<file path="src/rtl/core/bvt_pkg.sv">
package bvt_pkg;

    // Table geometry
    localparam int NUM_ACTIONS = 16;
    localparam int IDX_W       = $clog2(NUM_ACTIONS);
    localparam int CNT_W       = $clog2(NUM_ACTIONS + 1);

    // Fixed field widths
    localparam int ACT_W   = 4;
    localparam int EST_W   = 16;
    localparam int ALPHA_W = 16;
    localparam int NACT_W  = 5;
    localparam int CFG_W   = 16;
    localparam int CIDX_W  = 2;

    // Register reset values
    localparam logic [ALPHA_W-1:0]      LEARNING_RATE_RST    = 16'd6554;
    localparam logic [NACT_W-1:0]       ACTIVE_ACTIONS_RST   = 5'd16;
    localparam logic signed [EST_W-1:0] INITIAL_ESTIMATE_RST = 16'sd0;

    // Register indexes
    localparam logic [CIDX_W-1:0] CFG_LEARNING_RATE    = 2'd0;
    localparam logic [CIDX_W-1:0] CFG_ACTIVE_ACTIONS   = 2'd1;
    localparam logic [CIDX_W-1:0] CFG_INITIAL_ESTIMATE = 2'd2;

endpackage

</file>
<file path="src/rtl/core/bvt_ram.sv">
module bvt_ram #(
    parameter int WIDTH = 16,
    parameter int DEPTH = 16
) (
    input  logic                     aclk,
    input  logic                     wr_en,
    input  logic [$clog2(DEPTH)-1:0] wr_addr,
    input  logic [WIDTH-1:0]         wr_data,
    input  logic                     rd_en,
    input  logic [$clog2(DEPTH)-1:0] rd_addr,
    output logic [WIDTH-1:0]         rd_data
);

    logic [WIDTH-1:0] mem [DEPTH];

    // One write port, one registered read port
    always_ff @(posedge aclk) begin
        if (wr_en) begin
            mem[wr_addr] <= wr_data;
        end
        if (rd_en) begin
            rd_data <= mem[rd_addr];
        end
    end

endmodule

</file>
<file path="src/rtl/core/bandit_value_table_ema_core.sv">
// Action-value table with moving-average update and best / runner-up search.
// Input channel s_*: one request carries action, reward and restart. The
// action's estimate moves toward the reward by alpha*(reward-est), saturated,
// alpha Q0.16; restart sets the whole table to initial_estimate instead.
// Result channel m_*: one result per request with the new estimate, the
// indices of the largest and second largest active estimates, and a flag for
// an action outside the active range (no update, estimate reported as 0).
// Configuration: cfg_wr_en / cfg_index / cfg_wdata, to be written by the
// user while idle; the block does not enforce it. A request reads the
// action's estimate, forms the product, writes the update, then reads each
// of the n active entries for the search (n: active count clamped to 2..16);
// no new request is taken before the result is registered. The single read
// port of the estimate RAM serializes the update read and the entry reads.
// A finished result sits in the output register; while the receiver stalls
// the block takes a new request and works it up to the result, then holds.
// Reset: control registers to their defaults and all entries read as zero at
// once through per-entry valid bits; a restart clears them on acceptance.
module bandit_value_table_ema_core (
    input  logic                              aclk,
    input  logic                              aresetn,
    // configuration
    input  logic                              cfg_wr_en,
    input  logic [bvt_pkg::CIDX_W-1:0]        cfg_index,
    input  logic [bvt_pkg::CFG_W-1:0]         cfg_wdata,
    // request channel
    input  logic                              s_valid,
    output logic                              s_ready,
    input  logic [bvt_pkg::ACT_W-1:0]         s_action,
    input  logic signed [bvt_pkg::EST_W-1:0]  s_reward,
    input  logic                              s_restart,
    // result channel
    output logic                              m_valid,
    input  logic                              m_ready,
    output logic signed [bvt_pkg::EST_W-1:0]  m_updated_estimate,
    output logic [bvt_pkg::ACT_W-1:0]         m_best_action,
    output logic [bvt_pkg::ACT_W-1:0]         m_runner_up_action,
    output logic                              m_bad_action
);

    typedef enum logic [6:0] {
        ST_IDLE  = 7'b0000001,
        ST_READ  = 7'b0000010,
        ST_MULT  = 7'b0000100,
        ST_WRITE = 7'b0001000,
        ST_SCAN  = 7'b0010000,
        ST_DRAIN = 7'b0100000,
        ST_DONE  = 7'b1000000
    } state_t;

    state_t state_reg, state_next;

    // configuration registers
    logic [bvt_pkg::ALPHA_W-1:0]      alpha_reg;
    logic [bvt_pkg::NACT_W-1:0]       nact_reg;
    logic signed [bvt_pkg::EST_W-1:0] init_est_reg;

    // request registers
    logic [bvt_pkg::ACT_W-1:0]        act_reg;
    logic signed [bvt_pkg::EST_W-1:0] reward_reg;
    logic                             restart_reg;
    logic                             bad_reg;
    logic [bvt_pkg::CNT_W-1:0]        n_reg;

    // table state beside the RAM
    logic [bvt_pkg::NUM_ACTIONS-1:0]  vld_reg;
    logic signed [bvt_pkg::EST_W-1:0] fill_reg;

    // update datapath
    logic signed [bvt_pkg::EST_W-1:0] est_reg;
    logic signed [33:0]               prod_reg;
    logic signed [bvt_pkg::EST_W-1:0] result_reg;

    // search
    logic [bvt_pkg::CNT_W-1:0]        cnt_reg;
    logic                             pend_reg;
    logic [bvt_pkg::IDX_W-1:0]        pidx_reg;
    logic [bvt_pkg::IDX_W-1:0]        best_reg, sec_reg;
    logic signed [bvt_pkg::EST_W-1:0] best_val_reg, sec_val_reg;
    logic                             sec_vld_reg;

    // output register
    logic                             m_valid_reg;
    logic signed [bvt_pkg::EST_W-1:0] m_est_reg;
    logic [bvt_pkg::ACT_W-1:0]        m_best_reg, m_sec_reg;
    logic                             m_bad_reg;

    // RAM ports
    logic                             ram_we, ram_re;
    logic [bvt_pkg::IDX_W-1:0]        ram_waddr, ram_raddr;
    logic [bvt_pkg::EST_W-1:0]        ram_wdata, ram_rdata;

    logic [bvt_pkg::CNT_W-1:0]        n_eff;
    logic                             bad_in;
    logic [bvt_pkg::IDX_W-1:0]        act_idx;
    logic signed [bvt_pkg::EST_W-1:0] rd_est, scan_val;
    logic signed [16:0]               diff;
    logic signed [16:0]               alpha_s;
    logic signed [17:0]               delta;
    logic signed [18:0]               sum;
    logic signed [bvt_pkg::EST_W-1:0] sat_est;
    logic                             accept, out_free, scan_last;

    assign accept    = s_valid && s_ready;
    assign s_ready   = (state_reg == ST_IDLE);
    assign out_free  = !m_valid_reg || m_ready;
    assign act_idx   = bvt_pkg::IDX_W'(act_reg);
    assign scan_last = (cnt_reg == n_reg - bvt_pkg::CNT_W'(1));

    // clamp of the active count and range check of the action
    always_comb begin
        if (nact_reg < bvt_pkg::NACT_W'(2)) begin
            n_eff = bvt_pkg::CNT_W'(2);
        end else if (32'(nact_reg) > 32'(bvt_pkg::NUM_ACTIONS)) begin
            n_eff = bvt_pkg::CNT_W'(bvt_pkg::NUM_ACTIONS);
        end else begin
            n_eff = bvt_pkg::CNT_W'(nact_reg);
        end
        bad_in = 32'(s_action) >= 32'(n_eff);
    end

    // entries never written since reset or restart read as the fill value
    assign rd_est   = vld_reg[act_idx] ? $signed(ram_rdata) : fill_reg;
    assign scan_val = vld_reg[pidx_reg] ? $signed(ram_rdata) : fill_reg;

    // product stage operands
    assign diff    = 17'(reward_reg) - 17'(rd_est);
    assign alpha_s = $signed({1'b0, alpha_reg});

    // shift (floor) and saturate
    always_comb begin
        delta = $signed(prod_reg[33:16]);
        sum   = 19'(est_reg) + 19'(delta);
        if (sum > 19'sd32767) begin
            sat_est = 16'sh7fff;
        end else if (sum < -19'sd32768) begin
            sat_est = 16'sh8000;
        end else begin
            sat_est = bvt_pkg::EST_W'(sum);
        end
    end

    // RAM access
    always_comb begin
        ram_we    = (state_reg == ST_WRITE) && !restart_reg && !bad_reg;
        ram_waddr = act_idx;
        ram_wdata = sat_est;
        ram_re    = (state_reg == ST_READ) || (state_reg == ST_SCAN);
        ram_raddr = (state_reg == ST_SCAN) ? cnt_reg[bvt_pkg::IDX_W-1:0] : act_idx;
    end

    bvt_ram #(
        .WIDTH (bvt_pkg::EST_W),
        .DEPTH (bvt_pkg::NUM_ACTIONS)
    ) u_est_ram (
        .aclk    (aclk),
        .wr_en   (ram_we),
        .wr_addr (ram_waddr),
        .wr_data (ram_wdata),
        .rd_en   (ram_re),
        .rd_addr (ram_raddr),
        .rd_data (ram_rdata)
    );

    // sequencer
    always_comb begin
        state_next = state_reg;
        unique case (state_reg)
            ST_IDLE:  if (s_valid) state_next = ST_READ;
            ST_READ:  state_next = ST_MULT;
            ST_MULT:  state_next = ST_WRITE;
            ST_WRITE: state_next = ST_SCAN;
            ST_SCAN:  if (scan_last) state_next = ST_DRAIN;
            ST_DRAIN: state_next = ST_DONE;
            ST_DONE:  if (out_free) state_next = ST_IDLE;
            default:  state_next = ST_IDLE;
        endcase
    end

    // control state
    always_ff @(posedge aclk) begin
        if (!aresetn) begin
            state_reg    <= ST_IDLE;
            alpha_reg    <= bvt_pkg::LEARNING_RATE_RST;
            nact_reg     <= bvt_pkg::ACTIVE_ACTIONS_RST;
            init_est_reg <= bvt_pkg::INITIAL_ESTIMATE_RST;
            vld_reg      <= '0;
            fill_reg     <= '0;
            pend_reg     <= 1'b0;
            m_valid_reg  <= 1'b0;
        end else begin
            state_reg <= state_next;
            if (cfg_wr_en) begin
                unique case (cfg_index)
                    bvt_pkg::CFG_LEARNING_RATE:    alpha_reg    <= cfg_wdata;
                    bvt_pkg::CFG_ACTIVE_ACTIONS:   nact_reg     <= cfg_wdata[bvt_pkg::NACT_W-1:0];
                    bvt_pkg::CFG_INITIAL_ESTIMATE: init_est_reg <= $signed(cfg_wdata);
                    default: ;
                endcase
            end
            // restart empties the table when its request is accepted
            if (accept && s_restart) begin
                vld_reg  <= '0;
                fill_reg <= init_est_reg;
            end else if (ram_we) begin
                vld_reg[act_idx] <= 1'b1;
            end
            pend_reg <= (state_reg == ST_SCAN);
            if (state_reg == ST_DONE && out_free) begin
                m_valid_reg <= 1'b1;
            end else if (m_ready) begin
                m_valid_reg <= 1'b0;
            end
        end
    end

    // datapath
    always_ff @(posedge aclk) begin
        if (accept) begin
            act_reg     <= s_action;
            reward_reg  <= s_reward;
            restart_reg <= s_restart;
            bad_reg     <= bad_in;
            n_reg       <= n_eff;
        end
        if (state_reg == ST_MULT) begin
            est_reg  <= rd_est;
            prod_reg <= 34'(diff) * 34'(alpha_s);
        end
        if (state_reg == ST_WRITE) begin
            cnt_reg <= '0;
            if (bad_reg) begin
                result_reg <= '0;
            end else if (restart_reg) begin
                result_reg <= fill_reg;
            end else begin
                result_reg <= sat_est;
            end
        end
        if (state_reg == ST_SCAN) begin
            cnt_reg  <= cnt_reg + bvt_pkg::CNT_W'(1);
            pidx_reg <= cnt_reg[bvt_pkg::IDX_W-1:0];
        end
        // running best and runner-up, lowest index kept on ties
        if (pend_reg) begin
            if (pidx_reg == '0) begin
                best_reg     <= pidx_reg;
                best_val_reg <= scan_val;
                sec_vld_reg  <= 1'b0;
            end else if (scan_val > best_val_reg) begin
                sec_reg      <= best_reg;
                sec_val_reg  <= best_val_reg;
                sec_vld_reg  <= 1'b1;
                best_reg     <= pidx_reg;
                best_val_reg <= scan_val;
            end else if (!sec_vld_reg || scan_val > sec_val_reg) begin
                sec_reg     <= pidx_reg;
                sec_val_reg <= scan_val;
                sec_vld_reg <= 1'b1;
            end
        end
        if (state_reg == ST_DONE && out_free) begin
            m_est_reg  <= result_reg;
            m_best_reg <= bvt_pkg::ACT_W'(best_reg);
            m_sec_reg  <= bvt_pkg::ACT_W'(sec_reg);
            m_bad_reg  <= bad_reg;
        end
    end

    assign m_valid            = m_valid_reg;
    assign m_updated_estimate = m_est_reg;
    assign m_best_action      = m_best_reg;
    assign m_runner_up_action = m_sec_reg;
    assign m_bad_action       = m_bad_reg;

endmodule
</file>
<file path="config.mk">
export PLATFORM = sky130hd
export DESIGN_NAME = bandit_value_table_ema_core
export DESIGN_NICKNAME = d
export VERILOG_FILES = /design/src/rtl/core/bvt_pkg.sv /design/src/rtl/core/bvt_ram.sv /design/src/rtl/core/bandit_value_table_ema_core.sv
export SDC_FILE = /design/constraint.sdc
export NUM_CORES = 1
export LEC_CHECK = 0
export ABC_AREA = 1
export BUFFER_PORTS_ARGS = -buffer_cell sky130_fd_sc_hd__buf_4
export CAP_MARGIN = 20
export CORE_MARGIN = 3
export CORE_UTILIZATION = 44
export DETAILED_ROUTE_END_ITERATION = 8
export SLEW_MARGIN = 20
export SYNTH_ARGS = -nofsm -noshare
export SYNTH_HDL_FRONTEND = slang
export SYNTH_HIERARCHICAL = 1
export SYNTH_SLANG_ARGS = --single-unit
</file>
<file path="constraint.sdc">
create_clock -name aclk -period 10 [get_ports aclk]
set_input_delay 0 -clock aclk [delete_from_list [all_inputs] [get_ports aclk]]
set_output_delay 0 -clock aclk [all_outputs]
set_load 0.05 [all_outputs]
</file>
==> flow_summary_export.csv, run 1 <==
group,metric,value,unit
clock_network,clock_latency,0.60,ns
synth,synth_cells,3666,
die,die-width,283,um
placement,place_ws,0.387,ns
synth,seq_area_frac_synth,42.4,%
synth,synth_top_cells_by_area,"edfxtp_1 38%, fa_1 16%, inv_1 8.8%, nand2_1 8.4%, ha_1 5.8%",
die,rows,100,
route,postRouteAntennaNets,0,
placement,place_hpwl,65800,um
sta,max_freq,0.106,GHz
critical_path,crit_arrival,9.74,ns
critical_path,cpPeakStageDelay,0.56,ns
synth,synth_cell_types,52,
sta,finalHoldViolations,4,
min_path,hp-class,"input pin to flop",
clock_network,cts.path.max_buffers,3,
die,ios,71,
critical_path,critPathLaunchType,"flop",
run_status,outcome,"finished with violations",
clock_network,clk_pin_slew,0.06,ns
placement,dpl.cell_count,4681,
synth,synth_edf_count,424,
synth,synthArstFlopShare,0,%
global_routing,first_global_vias,24009,
finish,largest_register_ffs,256,
clock_network,cts_tree,"done",
route,wl,92100,um
synth,yosysWarnings,6,
synth,syn_nets,4139,
clock_network,ctsHtreeMaxLevel,2,
synth,synthTopCellsByCount,"793 x inv_1, 753 x nand2_1, 424 x edfxtp_1",
sta,slew_headroom,32.8,%
route,vias_per_cell,5.15,
critical_path,crit_top_cell,"nand2_1",
die,initial_utilization,44.9,%
die,core,75200,sq um
route,wire_per_inst,19.0,um
sta,postLayoutSetupSlackWorst,0.609,ns
sta,setup_viol,0,
die,die_h,283,um
route,drc,0,
synth,synth_most_common_cell,"inv_1",
synth,synth.cell_area,33700,sq um
sta,finClkSkew,0.0143,ns
route,drtIter0Drc,2283,
sta,whs,-0.0106,ns
sta,min_period_over_period,93.9,%
finish,nFillCells,7054,
critical_path,cpMaxStageDelayCell,"fa_1",
run,drv_cap,0,
clock_network,clock-root-buffer,"clkbuf_16",
global_routing,antenna_found_initial,0,
finish,fin_cells,4840,
placement,io_buffers,70,
sta,rsz0062_at_grt,"false",
finish,multi_input_area,15900,sq um
critical_path,crit_type,"flop to flop",
sta,final.setup.tns,0,ns
synth,synth_flop_cell,"edfxtp_1",
global_routing,gr-total-overflow,0,
global_routing,grt_use_total,22.9,%
die,dieArea,80000,sq um
global_routing,grt_pass1_wl,142000,um
synth,synth_seq_cells,502,
sta,period_needed,9.39,ns
sta,maxSlewViolCount,0,
synth,synth.avg_cell_area,9.20,sq um
route,num_vias,24939,
finish,num_antenna_cells,0,
finish,syn2layout_area_growth,11.5,%
clock_network,cts_buffers,53,
critical_path,worstPathRequired,10.35,ns
sta,worst_pin_slew,1.01,ns
finish,nets,4252,
synth,synth.top_cell.area_share,37.7,%
placement,gp_congestion,0.910,
clock_network,cts_sinks,502,
route,firstDrtPassIters,6,
critical_path,crit_path_end_kind,"flop",
run_status,failed_checks,"hold timing",
finish,drive_gt1_share,6.86,%
finish,seq_area,14300,sq um
critical_path,crit_fanout,14,
synth,synth_top_area_cell,"edfxtp_1",
global_routing,grt_max_degree,80,
-- timing repair --
item / in CTS / in global routing
resized for setup: 0 / 3
hold buffers: 61 / 0
buffers inserted: 0 / 1
endpoints found under the setup margin: 0 / 10
hold endpoints to repair: 80 / 0
-- metrics by stage --
step | utilization [%] | cell area, sq um | hold WS (ns)
finish | 50.0 | 37600 | -0.0106
global route | 50.0 | 37600 | 0.00185
CTS | 50.0 | 37600 | 0.0819
detailed placement | 47.1 | 35400 | 0.180
global placement | 47.0 | 35400 | 0.179
floorplan | - | 33700 | 0.0989
-- layout make-up --
| class | instances | area share, % |
|---|---|---|
| Clock inverter | 27 | 0.412 |
| Multi-Input combinational cell | 2235 | 42.3 |
| Inverter | 807 | 8.07 |
| Timing Repair Buffer | 180 | 4.04 |
| Clock buffer | 69 | 3.82 |
| Sequential cell | 502 | 38.0 |
| Tap cell | 1020 | 3.39 |
-- cell usage in the layout (no fill, tap or decap), types with 5 or more instances in the layout --
cell type | netlist | final
clkinv_1 | 6 | 18
o21a_1 | 6 | 6
xor2_1 | 42 | 42
nand2_2 | 15 | 15
inv_2 | 6 | 5
edfxtp_1 | 424 | 424
clkinv_2 | 0 | 13
nor2_1 | 227 | 210
ha_1 | 157 | 157
nor4_1 | 7 | 6
nor3_1 | 17 | 16
dfxtp_1 | 78 | 78
a31oi_1 | 6 | 6
or2_2 | 6 | 6
nand3_2 | 5 | 5
a21oi_1 | 159 | 157
o211ai_1 | 12 | 12
inv_1 | 793 | 792
clkbuf_1 | 68 | 12
dlygate4sd3_1 | 0 | 61
o21ai_0 | 130 | 127
clkbuf_16 | 0 | 54
buf_4 | 20 | 117
nand3_1 | 328 | 328
nand4_1 | 21 | 21
xnor2_1 | 23 | 23
nor2_2 | 1 | 16
fa_1 | 272 | 271
nand2_1 | 753 | 753
-- layer usage --
layer	global-route usage [%]	up-vias	share of wire (%)
li1	-	11791	-
met1	34.3	12057	46
met2	34.9	936	44
met3	3.42	155	7.7
met4	6.07	0	2.6
met5	0	-	0
-- worst max-delay path, delay by kind of cell (launching register included) --
| family | cells | cell delay, ns |
|---|---|---|
| buffers and inverters | 7 | 0.77 |
| AND/OR/NAND/NOR | 12 | 1.80 |
| XOR/XNOR | 1 | 0.15 |
| flip-flops | 1 | 0.54 |
| adder cells (fa/ha/maj) | 8 | 3.76 |
| AO/OA/AOI/OAI | 8 | 2.10 |
-- logic make-up after synthesis --
group           synth area share [%]
xor+xnor                        1.90
compound gates                  5.53
simple gates                    17.4
fa+ha+maj                       22.0
flops                           42.4
buf+inv                         10.8
-- worst paths after layout --
| kind | startpoint | to | slack [ns] | cells after the start |
|---|---|---|---|---|
| worst min-delay path | cfg_wr_en | init_est_reg[0]$_SDFFE_PN0P_ | -0.01 | 3 |
| worst max register to register | act_idx[1]$_DFFE_PP_ | prod_reg[31]$_DFFE_PP_ | 0.61 | 36 |
| worst min register to register | result_reg[11]$_SDFFCE_PP0P_ | m_updated_estimate[11]$_DFFE_PP_ | 0.42 | 0 |
| worst max-delay path | act_idx[1]$_DFFE_PP_ | prod_reg[31]$_DFFE_PP_ | 0.61 | 36 |
Power of run 1 is not shown: default switching activity piles up to over one toggle a cycle in this logic, so the estimate is an artifact.
==> run 2: changes to the inputs <==
--- a/config.mk
+++ b/config.mk
@@ -8,6 +8,7 @@
 export ABC_AREA = 1
 export BUFFER_PORTS_ARGS = -buffer_cell sky130_fd_sc_hd__buf_4
 export CAP_MARGIN = 20
+export CORE_ASPECT_RATIO = 0.75
 export CORE_MARGIN = 3
 export CORE_UTILIZATION = 44
 export DETAILED_ROUTE_END_ITERATION = 8
==> flow_summary_export.csv, run 2 (synthesized netlist as in run 1, its figures left out) <==
group,metric,value,unit
run_status,outcome,"completed",
route,postRouteAntennaNets,0,
clock_network,cts_sinks,502,
placement,dpl.cell_count,4688,
finish,drive_gt1_share,7.08,%
critical_path,critPathLaunchType,"flop",
clock_network,clock-root-buffer,"clkbuf_16",
route,drtIter0Drc,2379,
sta,setup_viol,0,
sta,final.setup.tns,0,ns
global_routing,grt_pass1_wl,146000,um
die,dieArea,80100,sq um
critical_path,worstPathRequired,10.43,ns
critical_path,cpMaxStageDelayCell,"fa_1",
finish,multi_input_area,15900,sq um
placement,place_hpwl,69900,um
finish,nFillCells,7098,
global_routing,antenna_found_initial,2,
run,drv_cap,0,
finish,largest_register_ffs,256,
critical_path,crit_family,"adder cells",
route,vias_per_cell,5.12,
global_routing,grt_use_total,24.1,%
route,num_vias,24829,
sta,maxSlewViolCount,0,
sta,period_needed,9.27,ns
die,die-width,326,um
sta,rsz0062_at_grt,"false",
route,wire_per_inst,19.9,um
route,firstDrtPassIters,6,
finish,nets,4257,
sta,slew_headroom,27.4,%
route,drc,0,
sta,min_period_over_period,92.7,%
global_routing,first_global_vias,23973,
placement,io_buffers,70,
clock_network,cts_tree,"done",
global_routing,gr-total-overflow,0,
critical_path,cpPeakStageDelay,0.53,ns
finish,fin_util,50.0,%
min_path,hp-class,"input pin to flop",
clock_network,cts_buffers,54,
die,ios,71,
die,die_h,246,um
finish,syn2layout_area_growth,12.0,%
clock_network,clock_latency,0.63,ns
sta,finalHoldViolations,0,
critical_path,path_buf_inv,5,
finish,final_cell_mix,"792 x inv_1, 753 x nand2_1, 424 x edfxtp_1",
die,core,75500,sq um
finish,layout_commonest_cell,"inv_1",
sta,finClkSkew,0.0465,ns
placement,gp_congestion,0.927,
route,wl,96400,um
critical_path,crit_fanout,16,
critical_path,reg2reg_slack,0.73,ns
die,rows,87,
finish,fin_cells,4851,
clock_network,clk_pin_slew,0.06,ns
sta,worst_pin_slew,1.08,ns
critical_path,crit_arrival,9.70,ns
critical_path,crit_type,"flop to flop",
clock_network,ctsHtreeMaxLevel,2,
global_routing,grt_max_degree,130,
finish,seq_area,14300,sq um
critical_path,crit_top_cell,"nand2_1",
sta,max_freq,0.108,GHz
critical_path,crit_path_end_kind,"flop",
clock_network,cts.path.max_buffers,3,
die,initial_utilization,44.7,%
## run 2: path summary, 6_finish.rpt
path                              from  cells past startpoint                         endpoint
hold reg to reg   sec_reg[1]$_DFFE_PP_                      0  m_runner_up_action[1]$_DFFE_PP_
setup reg to reg  act_idx[0]$_DFFE_PP_                     39           prod_reg[24]$_DFFE_PP_
hold / removal             s_reward[0]                      2          reward_reg[0]$_DFFE_PP_
setup / recovery  act_idx[0]$_DFFE_PP_                     39           prod_reg[24]$_DFFE_PP_
## run 2: stage by stage
stage	area [sq um]	hold WS, ns	worst slack, ns
finish	37800	0.107	0.729
CTS	37800	0.0752	0.225
global route	37800	0.0975	0.00769
detailed placement	35400	0.180	0.254
floorplan	33700	0.0989	1.69
global placement	35400	0.179	0.161
## run 2: cell type report
class / instances / share of cell area, %
Antenna cell: 1 / 0.00662
Clock buffer: 73 / 3.90
Clock inverter: 26 / 0.669
Inverter: 807 / 8.03
Multi-Input combinational cell: 2235 / 42.1
Sequential cell: 502 / 37.8
Tap cell: 1023 / 3.39
Timing Repair Buffer: 184 / 4.09
## run 2: layer usage
metal	GRT usage [%]	vias up	wire length, um
met5	0	-	13
met4	6.12	2	2510
met3	5.00	158	8480
met2	36.1	888	41300
met1	35.6	11970	44200
li1	-	11811	-
## run 2: repair_timing
action	in CTS	in global routing
hold endpoints to repair	81	0
hold buffers	60	0
setup buffers	0	3
endpoints found under the setup margin	0	13
resized for setup	0	3
Power of run 2 is left out for the same reason.
